File: src/rsca_pkg.sv
`timescale 1ns / 1ps
`default_nettype none
// ----------------------------------------------------------------------------
// rsca_pkg
// Shared types and constants of the random slot cell allocator.
// ----------------------------------------------------------------------------
package rsca_pkg;

  // commands
  localparam logic CMD_CREATE = 1'b0;
  localparam logic CMD_OFFER  = 1'b1;

  // final-result status codes
  localparam logic [1:0] ST_OK       = 2'd0;
  localparam logic [1:0] ST_NO_SPACE = 2'd1;
  localparam logic [1:0] ST_PARTIAL  = 2'd2;

  // configuration register indexes
  localparam logic [1:0] CFG_SLOTS    = 2'd0;
  localparam logic [1:0] CFG_CHANNELS = 2'd1;
  localparam logic [1:0] CFG_SEED     = 2'd2;

  localparam int CFG_DATA_W = 16;

  // reset values
  localparam logic [6:0]  SLOTS_RESET    = 7'd64;
  localparam logic [6:0]  CHANNELS_RESET = 7'd16;
  localparam logic [15:0] SEED_RESET     = 16'd42;

  localparam logic [15:0] LFSR_TAPS = 16'hB400;

  typedef struct packed {
    logic       command;
    logic [6:0] cell_count;
    logic [5:0] time_offset;
    logic       last_in_list;
  } in_item_t;

  typedef struct packed {
    logic [5:0] cell_time;
    logic [5:0] cell_channel;
    logic       claimed;
    logic [1:0] status;
    logic       last_result;
  } out_item_t;

  // Galois LFSR, shifts right
  function automatic logic [15:0] lfsr_step(input logic [15:0] s);
    logic [15:0] n;
    n = {1'b0, s[15:1]};
    if (s[0]) begin
      n = n ^ LFSR_TAPS;
    end
    return n;
  endfunction

  // a zero seed would lock the generator
  function automatic logic [15:0] seed_fix(input logic [15:0] s);
    return (s == 16'd0) ? 16'd1 : s;
  endfunction

endpackage
`default_nettype wire

File: src/rsca_in_if.sv
`timescale 1ns / 1ps
`default_nettype none
// ----------------------------------------------------------------------------
// rsca_in_if
// Request channel: valid/ready handshake carrying one request beat.
// ----------------------------------------------------------------------------
interface rsca_in_if import rsca_pkg::*; ();
  logic     valid;
  logic     ready;
  in_item_t data;

  modport source (output valid, output data, input ready);
  modport sink   (input valid, input data, output ready);
endinterface
`default_nettype wire

File: src/rsca_out_if.sv
`timescale 1ns / 1ps
`default_nettype none
// ----------------------------------------------------------------------------
// rsca_out_if
// Result channel: valid/ready handshake carrying one result beat.
// ----------------------------------------------------------------------------
interface rsca_out_if import rsca_pkg::*; ();
  logic      valid;
  logic      ready;
  out_item_t data;

  modport source (output valid, output data, input ready);
  modport sink   (input valid, input data, output ready);
endinterface
`default_nettype wire

File: src/random_slot_cell_allocator_core.sv
`timescale 1ns / 1ps
`default_nettype none
// ----------------------------------------------------------------------------
// random_slot_cell_allocator_core
// Slotframe cell allocator: random-probe create and single-cell offer,
// one shared bit-serial remainder unit under a small sequencer.
// ----------------------------------------------------------------------------
//  port    dir   handshake        beat
//  in_ch   in    valid/ready      command, cell_count, time_offset, last_in_list
//  out_ch  out   valid/ready      cell_time, cell_channel, claimed, status, last
//  cfg_*   in    cfg_we only      index 0 slots, 1 channels, 2 seed
//
//  Offer: result registered in S_OFFER once the result register is free.
//  Create: each draw is reduced mod the slot count in S_MOD_T (one quotient bit per
//  cycle) and checked in S_CHECK; a claimed slot draws a channel in S_MOD_C and is
//  pushed in S_PUSH, and S_FINISH sends the last result. Ready only when idle.
//  Result register stalls the sequencer when the sink holds ready low.
//  Reset (synchronous, rst_n low): all slots free, LFSR at seed 42.
// ----------------------------------------------------------------------------
module random_slot_cell_allocator_core import rsca_pkg::*; #(
  parameter int SLOTS = 64
) (
  input  wire logic                  clk,
  input  wire logic                  rst_n,
  rsca_in_if.sink                    in_ch,
  rsca_out_if.source                 out_ch,
  input  wire logic                  cfg_we,
  input  wire logic [1:0]            cfg_index,
  input  wire logic [CFG_DATA_W-1:0] cfg_data
);

  localparam int SLOT_W = $clog2(SLOTS);
  localparam int CNT_W  = $clog2(SLOTS + 1);

  typedef enum logic [2:0] {
    S_IDLE,
    S_OFFER,
    S_DRAW_T,
    S_MOD_T,
    S_CHECK,
    S_MOD_C,
    S_PUSH,
    S_FINISH
  } state_t;

  state_t state_r;

  logic [6:0]       cfg_slots_r;
  logic [6:0]       cfg_chans_r;
  logic [15:0]      lfsr_r;
  logic [SLOTS-1:0] free_map_r;
  logic [SLOTS-1:0] probed_map_r;
  logic [6:0]       claims_r;

  in_item_t         req_r;
  logic [CNT_W-1:0] probed_r;
  logic [6:0]       got_r;
  logic             have_pend_r;
  logic [5:0]       pend_t_r;
  logic [5:0]       pend_ch_r;
  logic [5:0]       cur_t_r;

  // shared remainder unit
  logic [15:0]      div_val_r;
  logic [6:0]       div_d_r;
  logic [5:0]       div_rem_r;
  logic [3:0]       div_cnt_r;
  logic [6:0]       div_trial;
  logic [6:0]       div_sub;
  logic [5:0]       div_rem_nxt;

  logic             out_valid_r;
  out_item_t        out_data_r;
  logic             out_free;
  logic             out_load;

  logic [CNT_W-1:0] slots_eff;
  logic [6:0]       chans_m1;
  logic [15:0]      lfsr_nxt;
  logic [SLOT_W-1:0] probe_idx;
  logic [SLOT_W-1:0] offer_idx;
  logic             offer_ok;
  logic [6:0]       claims_after;
  logic [1:0]       offer_st;

  // effective configuration, clamped to the legal range
  always_comb begin
    if (cfg_slots_r == 7'd0) begin
      slots_eff = CNT_W'(1);
    end else if (cfg_slots_r > 7'(SLOTS)) begin
      slots_eff = CNT_W'(SLOTS);
    end else begin
      slots_eff = cfg_slots_r[CNT_W-1:0];
    end
    if (cfg_chans_r < 7'd2) begin
      chans_m1 = 7'd1;
    end else if (cfg_chans_r > 7'd64) begin
      chans_m1 = 7'd63;
    end else begin
      chans_m1 = cfg_chans_r - 7'd1;
    end
  end

  assign lfsr_nxt = lfsr_step(lfsr_r);

  assign div_trial   = {div_rem_r, div_val_r[15]};
  assign div_sub     = div_trial - div_d_r;
  assign div_rem_nxt = (div_trial >= div_d_r) ? div_sub[5:0] : div_trial[5:0];

  assign probe_idx = div_rem_r[SLOT_W-1:0];
  assign offer_idx = req_r.time_offset[SLOT_W-1:0];

  assign offer_ok = (claims_r < req_r.cell_count)
                 && ({1'b0, req_r.time_offset} < 7'(slots_eff))
                 && free_map_r[offer_idx];
  assign claims_after = claims_r + {6'd0, offer_ok};

  assign offer_st = !req_r.last_in_list               ? ST_OK :
                    (claims_after == 7'd0)            ? ST_NO_SPACE :
                    (claims_after < req_r.cell_count) ? ST_PARTIAL : ST_OK;

  assign in_ch.ready  = (state_r == S_IDLE);
  assign out_ch.valid = out_valid_r;
  assign out_ch.data  = out_data_r;
  assign out_free     = !out_valid_r || out_ch.ready;
  assign out_load     = out_free && ((state_r == S_OFFER) || (state_r == S_FINISH)
                                  || ((state_r == S_PUSH) && have_pend_r));

  always_ff @(posedge clk) begin
    if (!rst_n) begin
      state_r      <= S_IDLE;
      cfg_slots_r  <= SLOTS_RESET;
      cfg_chans_r  <= CHANNELS_RESET;
      lfsr_r       <= SEED_RESET;
      free_map_r   <= '1;
      probed_map_r <= '0;
      claims_r     <= 7'd0;
      have_pend_r  <= 1'b0;
      out_valid_r  <= 1'b0;
      probed_r     <= '0;
      got_r        <= 7'd0;
      div_cnt_r    <= 4'd0;
    end else begin
      if (out_load) begin
        out_valid_r <= 1'b1;
      end else if (out_ch.ready) begin
        out_valid_r <= 1'b0;
      end

      if (cfg_we) begin
        case (cfg_index)
          CFG_SLOTS:    cfg_slots_r <= cfg_data[6:0];
          CFG_CHANNELS: cfg_chans_r <= cfg_data[6:0];
          CFG_SEED:     lfsr_r      <= seed_fix(cfg_data);
          default:      ;
        endcase
      end

      case (state_r)
        S_IDLE: begin
          if (in_ch.valid) begin
            req_r <= in_ch.data;
            if (in_ch.data.command == CMD_CREATE) begin
              probed_map_r <= '0;
              probed_r     <= '0;
              got_r        <= 7'd0;
              have_pend_r  <= 1'b0;
              state_r      <= S_DRAW_T;
            end else begin
              state_r <= S_OFFER;
            end
          end
        end

        S_OFFER: begin
          if (out_free) begin
            if (offer_ok) begin
              free_map_r[offer_idx] <= 1'b0;
            end
            out_data_r.cell_time     <= req_r.time_offset;
            out_data_r.cell_channel  <= 6'd0;
            out_data_r.claimed       <= offer_ok;
            out_data_r.last_result   <= req_r.last_in_list;
            out_data_r.status        <= offer_st;
            if (req_r.last_in_list) begin
              claims_r <= 7'd0;
            end else begin
              claims_r <= claims_after;
            end
            state_r <= S_IDLE;
          end
        end

        S_DRAW_T: begin
          if ((probed_r < slots_eff) && (got_r < req_r.cell_count)) begin
            lfsr_r    <= lfsr_nxt;
            div_val_r <= lfsr_nxt;
            div_d_r   <= 7'(slots_eff);
            div_rem_r <= 6'd0;
            div_cnt_r <= 4'd0;
            state_r   <= S_MOD_T;
          end else begin
            state_r <= S_FINISH;
          end
        end

        S_MOD_T, S_MOD_C: begin
          div_rem_r <= div_rem_nxt;
          div_val_r <= {div_val_r[14:0], 1'b0};
          div_cnt_r <= div_cnt_r + 4'd1;
          if (div_cnt_r == 4'd15) begin
            state_r <= (state_r == S_MOD_T) ? S_CHECK : S_PUSH;
          end
        end

        S_CHECK: begin
          if (probed_map_r[probe_idx]) begin
            // already seen in this create: draw again
            state_r <= S_DRAW_T;
          end else begin
            probed_map_r[probe_idx] <= 1'b1;
            probed_r                <= probed_r + CNT_W'(1);
            if (free_map_r[probe_idx]) begin
              free_map_r[probe_idx] <= 1'b0;
              got_r     <= got_r + 7'd1;
              cur_t_r   <= 6'(probe_idx);
              lfsr_r    <= lfsr_nxt;
              div_val_r <= lfsr_nxt;
              div_d_r   <= chans_m1;
              div_rem_r <= 6'd0;
              div_cnt_r <= 4'd0;
              state_r   <= S_MOD_C;
            end else begin
              state_r <= S_DRAW_T;
            end
          end
        end

        S_PUSH: begin
          // the previous claim goes out only once it is known not to be last
          if (!have_pend_r || out_free) begin
            if (have_pend_r) begin
              out_data_r.cell_time    <= pend_t_r;
              out_data_r.cell_channel <= pend_ch_r;
              out_data_r.claimed      <= 1'b1;
              out_data_r.status       <= ST_OK;
              out_data_r.last_result  <= 1'b0;
            end
            have_pend_r <= 1'b1;
            pend_t_r    <= cur_t_r;
            pend_ch_r   <= div_rem_r + 6'd1;
            state_r     <= S_DRAW_T;
          end
        end

        S_FINISH: begin
          if (out_free) begin
            out_data_r.last_result <= 1'b1;
            if (have_pend_r) begin
              out_data_r.cell_time    <= pend_t_r;
              out_data_r.cell_channel <= pend_ch_r;
              out_data_r.claimed      <= 1'b1;
              out_data_r.status       <= (got_r < req_r.cell_count) ? ST_PARTIAL : ST_OK;
            end else begin
              out_data_r.cell_time    <= 6'd0;
              out_data_r.cell_channel <= 6'd0;
              out_data_r.claimed      <= 1'b0;
              out_data_r.status       <= ST_NO_SPACE;
            end
            have_pend_r <= 1'b0;
            state_r     <= S_IDLE;
          end
        end

        default: state_r <= S_IDLE;
      endcase
    end
  end

`ifndef SYNTH
  // no claim may be left held back once the sequencer is idle
  a_idle_no_pend: assert property (@(posedge clk) disable iff (!rst_n)
    (state_r == S_IDLE) |-> !have_pend_r)
    else $error("pending claim while idle");

  // claims within a create never outrun distinct probes
  a_got_le_probed: assert property (@(posedge clk) disable iff (!rst_n)
    (state_r != S_IDLE && state_r != S_OFFER) |-> ({1'b0, got_r} <= 8'(probed_r)))
    else $error("more claims than probes");

  // slots are never returned to the free map
  a_free_monotone: assert property (@(posedge clk) disable iff (!rst_n)
    1'b1 |=> ((free_map_r & ~$past(free_map_r)) == '0))
    else $error("slot freed");

  // a no-space result carries no claimed cell
  a_nospace_unclaimed: assert property (@(posedge clk) disable iff (!rst_n)
    (out_valid_r && out_data_r.status == ST_NO_SPACE)
      |-> (!out_data_r.claimed && out_data_r.last_result))
    else $error("no-space result with claim");

  // the probe map starts clear for every create
  a_create_clears: assert property (@(posedge clk) disable iff (!rst_n)
    (in_ch.valid && in_ch.ready && in_ch.data.command == CMD_CREATE)
      |=> (probed_map_r == '0 && probed_r == '0))
    else $error("probe map not cleared");
`endif

endmodule
`default_nettype wire
File: src/flat_wrapper.sv
// flat-port wrapper written by rule: the top's interface ports become plain ports
module random_slot_cell_allocator_core_flat import rsca_pkg::*;
#(
  parameter int SLOTS = 64
)
  (clk, rst_n, cfg_we, cfg_index, cfg_data, in_ch_valid, in_ch_data, in_ch_ready, out_ch_valid, out_ch_data, out_ch_ready);
  rsca_in_if in_ch_i ();
  rsca_out_if out_ch_i ();
  input  wire logic clk;
  input  wire logic rst_n;
  input  wire logic cfg_we;
  input  wire logic [1:0] cfg_index;
  input  wire logic [CFG_DATA_W-1:0] cfg_data;
  input wire logic [$bits(in_ch_i.valid)-1:0] in_ch_valid;
  input wire logic [$bits(in_ch_i.data)-1:0] in_ch_data;
  output wire logic [$bits(in_ch_i.ready)-1:0] in_ch_ready;
  output wire logic [$bits(out_ch_i.valid)-1:0] out_ch_valid;
  output wire logic [$bits(out_ch_i.data)-1:0] out_ch_data;
  input wire logic [$bits(out_ch_i.ready)-1:0] out_ch_ready;
  assign in_ch_i.valid = in_ch_valid;
  assign in_ch_i.data = in_ch_data;
  assign in_ch_ready = in_ch_i.ready;
  assign out_ch_valid = out_ch_i.valid;
  assign out_ch_data = out_ch_i.data;
  assign out_ch_i.ready = out_ch_ready;
  random_slot_cell_allocator_core #(.SLOTS(SLOTS)) u_core (.clk(clk), .rst_n(rst_n), .in_ch(in_ch_i), .out_ch(out_ch_i), .cfg_we(cfg_we), .cfg_index(cfg_index), .cfg_data(cfg_data));
endmodule
File: config.mk
export PLATFORM = sky130hd
export DESIGN_NAME = random_slot_cell_allocator_core_flat
export DESIGN_NICKNAME = d
export VERILOG_FILES = /design/src/rsca_pkg.sv /design/src/rsca_in_if.sv /design/src/rsca_out_if.sv /design/src/random_slot_cell_allocator_core.sv /design/src/flat_wrapper.sv
export SDC_FILE = /design/constraint.sdc
export NUM_CORES = 1
export LEC_CHECK = 0
export ABC_AREA = 1
export BUFFER_PORTS_ARGS = -buffer_cell sky130_fd_sc_hd__buf_4
export CORE_ASPECT_RATIO = 0.5
export CORE_MARGIN = 1
export CORE_UTILIZATION = 40
export DETAILED_ROUTE_END_ITERATION = 6
export GPL_ROUTABILITY_DRIVEN = 0
export PLACE_DENSITY = 0.64
export RECOVER_POWER = 100
export SYNTH_ARGS = -nofsm -noshare
export SYNTH_HDL_FRONTEND = slang
export SYNTH_SLANG_ARGS = --single-unit
File: constraint.sdc
create_clock -name clk -period 5.2 [get_ports clk]
set_input_delay 0 -clock clk [delete_from_list [all_inputs] [get_ports clk]]
set_output_delay 0 -clock clk [all_outputs]
set_load 0.03 [all_outputs]
==> run metrics <==
status=finished with violations; failing checks=max-capacitance violations, max-slew violations; top_reg_cell synth=dfxtp_1; CTS tree=built; Vias=14,766; Critical Path Start Type=flop; placed cell count=2,681; EDFF count, synth=77; Post-DRT Antenna Nets=0; cell breakdown of the critical path=inv_1 -> clkbuf_1 -> nand2_1 -> nand2_1 -> nand2_1 -> nand2_1 -> nand2_1 -> nand2_1 -> nand2_1 -> nand2_1 -> nor2_1 -> nand2_1 -> nand2_1 -> nand4_1 -> nor2_2 -> clkbuf_1; Max clock buf depth=3; CTS Hold Bufs=47; port buffer count=55; Slew @ Worst Pin=2.33 ns; GRT overflow=0; CTS resizes=0; antenna violations before repair=0; clock power share=25.7%; flop-to-flop setup slack=0.71 ns; Worst slew margin=-55.0%; switching part of the total=41.2%; drt total wl=46.9 mm; max_cap viols=3; largest net degree at the start of global routing=98; Post-Synthesis Cells=2,225; drt wl/cell=16.9 um; die height=140 um; Avg Cell Area, Syn=6.81 um^2; Final Hold Fails=0; Fin Clk Skew=0.0170 ns; setup violators final=0; H-tree levels=1; max incr delay on CP=0.99 ns; Leak=7.71 nW; Rows=49; required time of the critical path=5.38 ns; Finished Layout Cells=2,777; fin nets=2,356; RSZ-0062 raised after global routing=false; clock root buffer=clkbuf_16; clock latency at the later pin of the worst-skew pair=0.58 ns; Psw=0.00325 W; Reg power frac=36.6%; HPWL Detailed=29.3 mm; leading cell type in the layout, fill and taps excluded=nand2_1; Internal Power=0.00464 W; synth warn=0; number of global-route vias before repair=13,699; Fmax achieved=223 MHz; Fin Setup TNS=0 ns; Cell Pwr Density=461 nW/um^2; Layout area overhead=13.0%; Yosys cell types=48; Synth async-reset ratio=0%; Worst Hold Class=in -> reg; first-pass GRT wire length=74.7 mm; Core Box Area=36,600 um^2; Remaining DRCs=0; Initial DRT Pass Iterations=6; CP max-delay cell=clkbuf_1; flops & latches, synth=265; GRT Total Usage=24.0%; via-per-instance ratio=5.32; I/O pin total=56; share of cells above drive strength 1=4.75%; crit-path max FO=25; setup bufs post-CTS=0; initial drt markers=1,341; Final min period=4.49 ns; critical path arrival=4.67 ns; Logic pwr share=37.6%; leading cell types in the layout, fill and taps excluded=nand2_1, inv_1, nor2_1; Mapped Nets=2,308; post-synthesis sequential area ratio=40.1%; Reg clk slew, reported paths=0.06 ns; CP most frequent cell=nand2_1; Inserted Diodes=0; fin. max-slew vios=142; Post-Syn Area=15,200 um^2; worst path buffer plus inverter count=3; Tcrit/Tclk final=86.3%; clk sinks=265; Die X-Extent=277 um; Peak VDD IR=0.361 mV; crit end category=flop; CTS buffer count=27; Initial Util=41.4%; CP Class=reg -> reg; die area=38,700 um^2; delay-heaviest family, CP=buffers and inverters
per-stage QoR:
stage / util (%) / setup slack, ns / hold WS (ns) / area (um^2) / total power, W
finish: 46.8 / 0.713 / 0.160 / 17100 / 0.00789
global route: 46.8 / 0.437 / 0.148 / 17100 / 0.00837
CTS: 47.2 / 1.32 / 0.119 / 17300 / 0.00791
detailed placement: 43.5 / 1.35 / 0.179 / 15900 / 0.00586
global placement: 43.5 / 1.46 / 0.178 / 15900 / 0.00583
floorplan: - / 1.87 / 0.0989 / 15200 / 0.00504
registers in the layout (all words and copies together) (netlist names), 6 cells and up:
register and count:
u_core.cfg_slots_r 7, u_core.offer_idx 6, u_core.pend_ch_r 6, u_core.out_ch.data 16
u_core.free_map_r 64, u_core.cfg_chans_r 7, u_core.div_val_r 16, u_core.req_r 8
u_core.div_d_r 7, u_core.cur_t_r 6, u_core.probed_r 7, u_core.got_r 7
u_core.claims_r 7, u_core.pend_t_r 6, u_core.div_rem_r 6, u_core.lfsr_r 16
u_core.probed_map_r 64
cells in the mapped netlist, drive strengths merged (2+ instances only):
cell type	number	area, um^2
nand2	782	2940
inv	235	882
nor2	191	719
dfxtp	188	3760
nand3	176	903
a21oi	132	661
o21ai	102	514
edfxtp	77	2310
buf	61	339
a211oi	49	368
clkbuf	49	184
ha	44	551
nor3	31	155
xor2	17	149
nand4	13	81.3
o211a	11	110
o22ai	9	56.3
xnor2	9	78.8
a221oi	7	61.3
nor4	7	43.8
mux2	5	56.3
clkinv	4	15.0
a22oi	3	22.5
nor3b	3	22.5
a21o	2	15.0
a31o	2	17.5
a31oi	2	12.5
nand3b	2	15.0
o211ai	2	15.0
or2	2	12.5
worst paths after layout:
path | cells after the start | endpoint | startpoint
max | 16 | u_core.div_rem_r[5] | u_core.div_rem_r[0]
max reg2reg | 16 | u_core.div_rem_r[5] | u_core.div_rem_r[0]
min | 2 | u_core.offer_idx[5] | in_ch_data[6]
min reg2reg | 0 | u_core.pend_t_r[1] | u_core.cur_t_r[1]
worst reg2reg max path: cells and delay by family (launching register included):
kind	cells	cell delay [ns]
and+or+nand+nor	13	1.67
DFF	1	0.42
buffers and inverters	3	1.98
logic make-up after synthesis:
group	after synthesis	synth area share, %
AO/OA/AOI/OAI	327	12.6
adder cells (fa/ha/maj)	45	3.76
multiplexers	5	0.371
XOR/XNOR	26	1.50
flip-flops	265	40.1
buffers and inverters	349	9.37
AND/OR/NAND/NOR	1208	32.3
routing by layer:
metal  track usage, %  vias to the layer above  routed length (um)
li1                 -                     7311                   -
met1             32.9                     6810               21300
met2             39.0                      559               20800
met3             3.86                       86                3730
met4             6.55                        0                1100
met5                0                        -                   0
layout make-up:
class                   instances  area [um^2]
flip-flops and latches        265         6080
inverters                     239          897
clock buffers                  35          726
multi-input cells            1611         7650
repair buffers                129         1010
well taps                     484          606
clock inverters                14          160
fillers                      3710        19500
power by group through the flow:
stage                     clock network (W)  registers [W]  logic (W)
after global routing                0.00213        0.00293    0.00331
final                               0.00203        0.00289    0.00297
after detailed placement                  0        0.00292    0.00294
after floorplan                           0        0.00286    0.00218
after global placement                    0        0.00291    0.00292
after CTS                           0.00205        0.00287    0.00298
(Power assumes the default switching activity.)
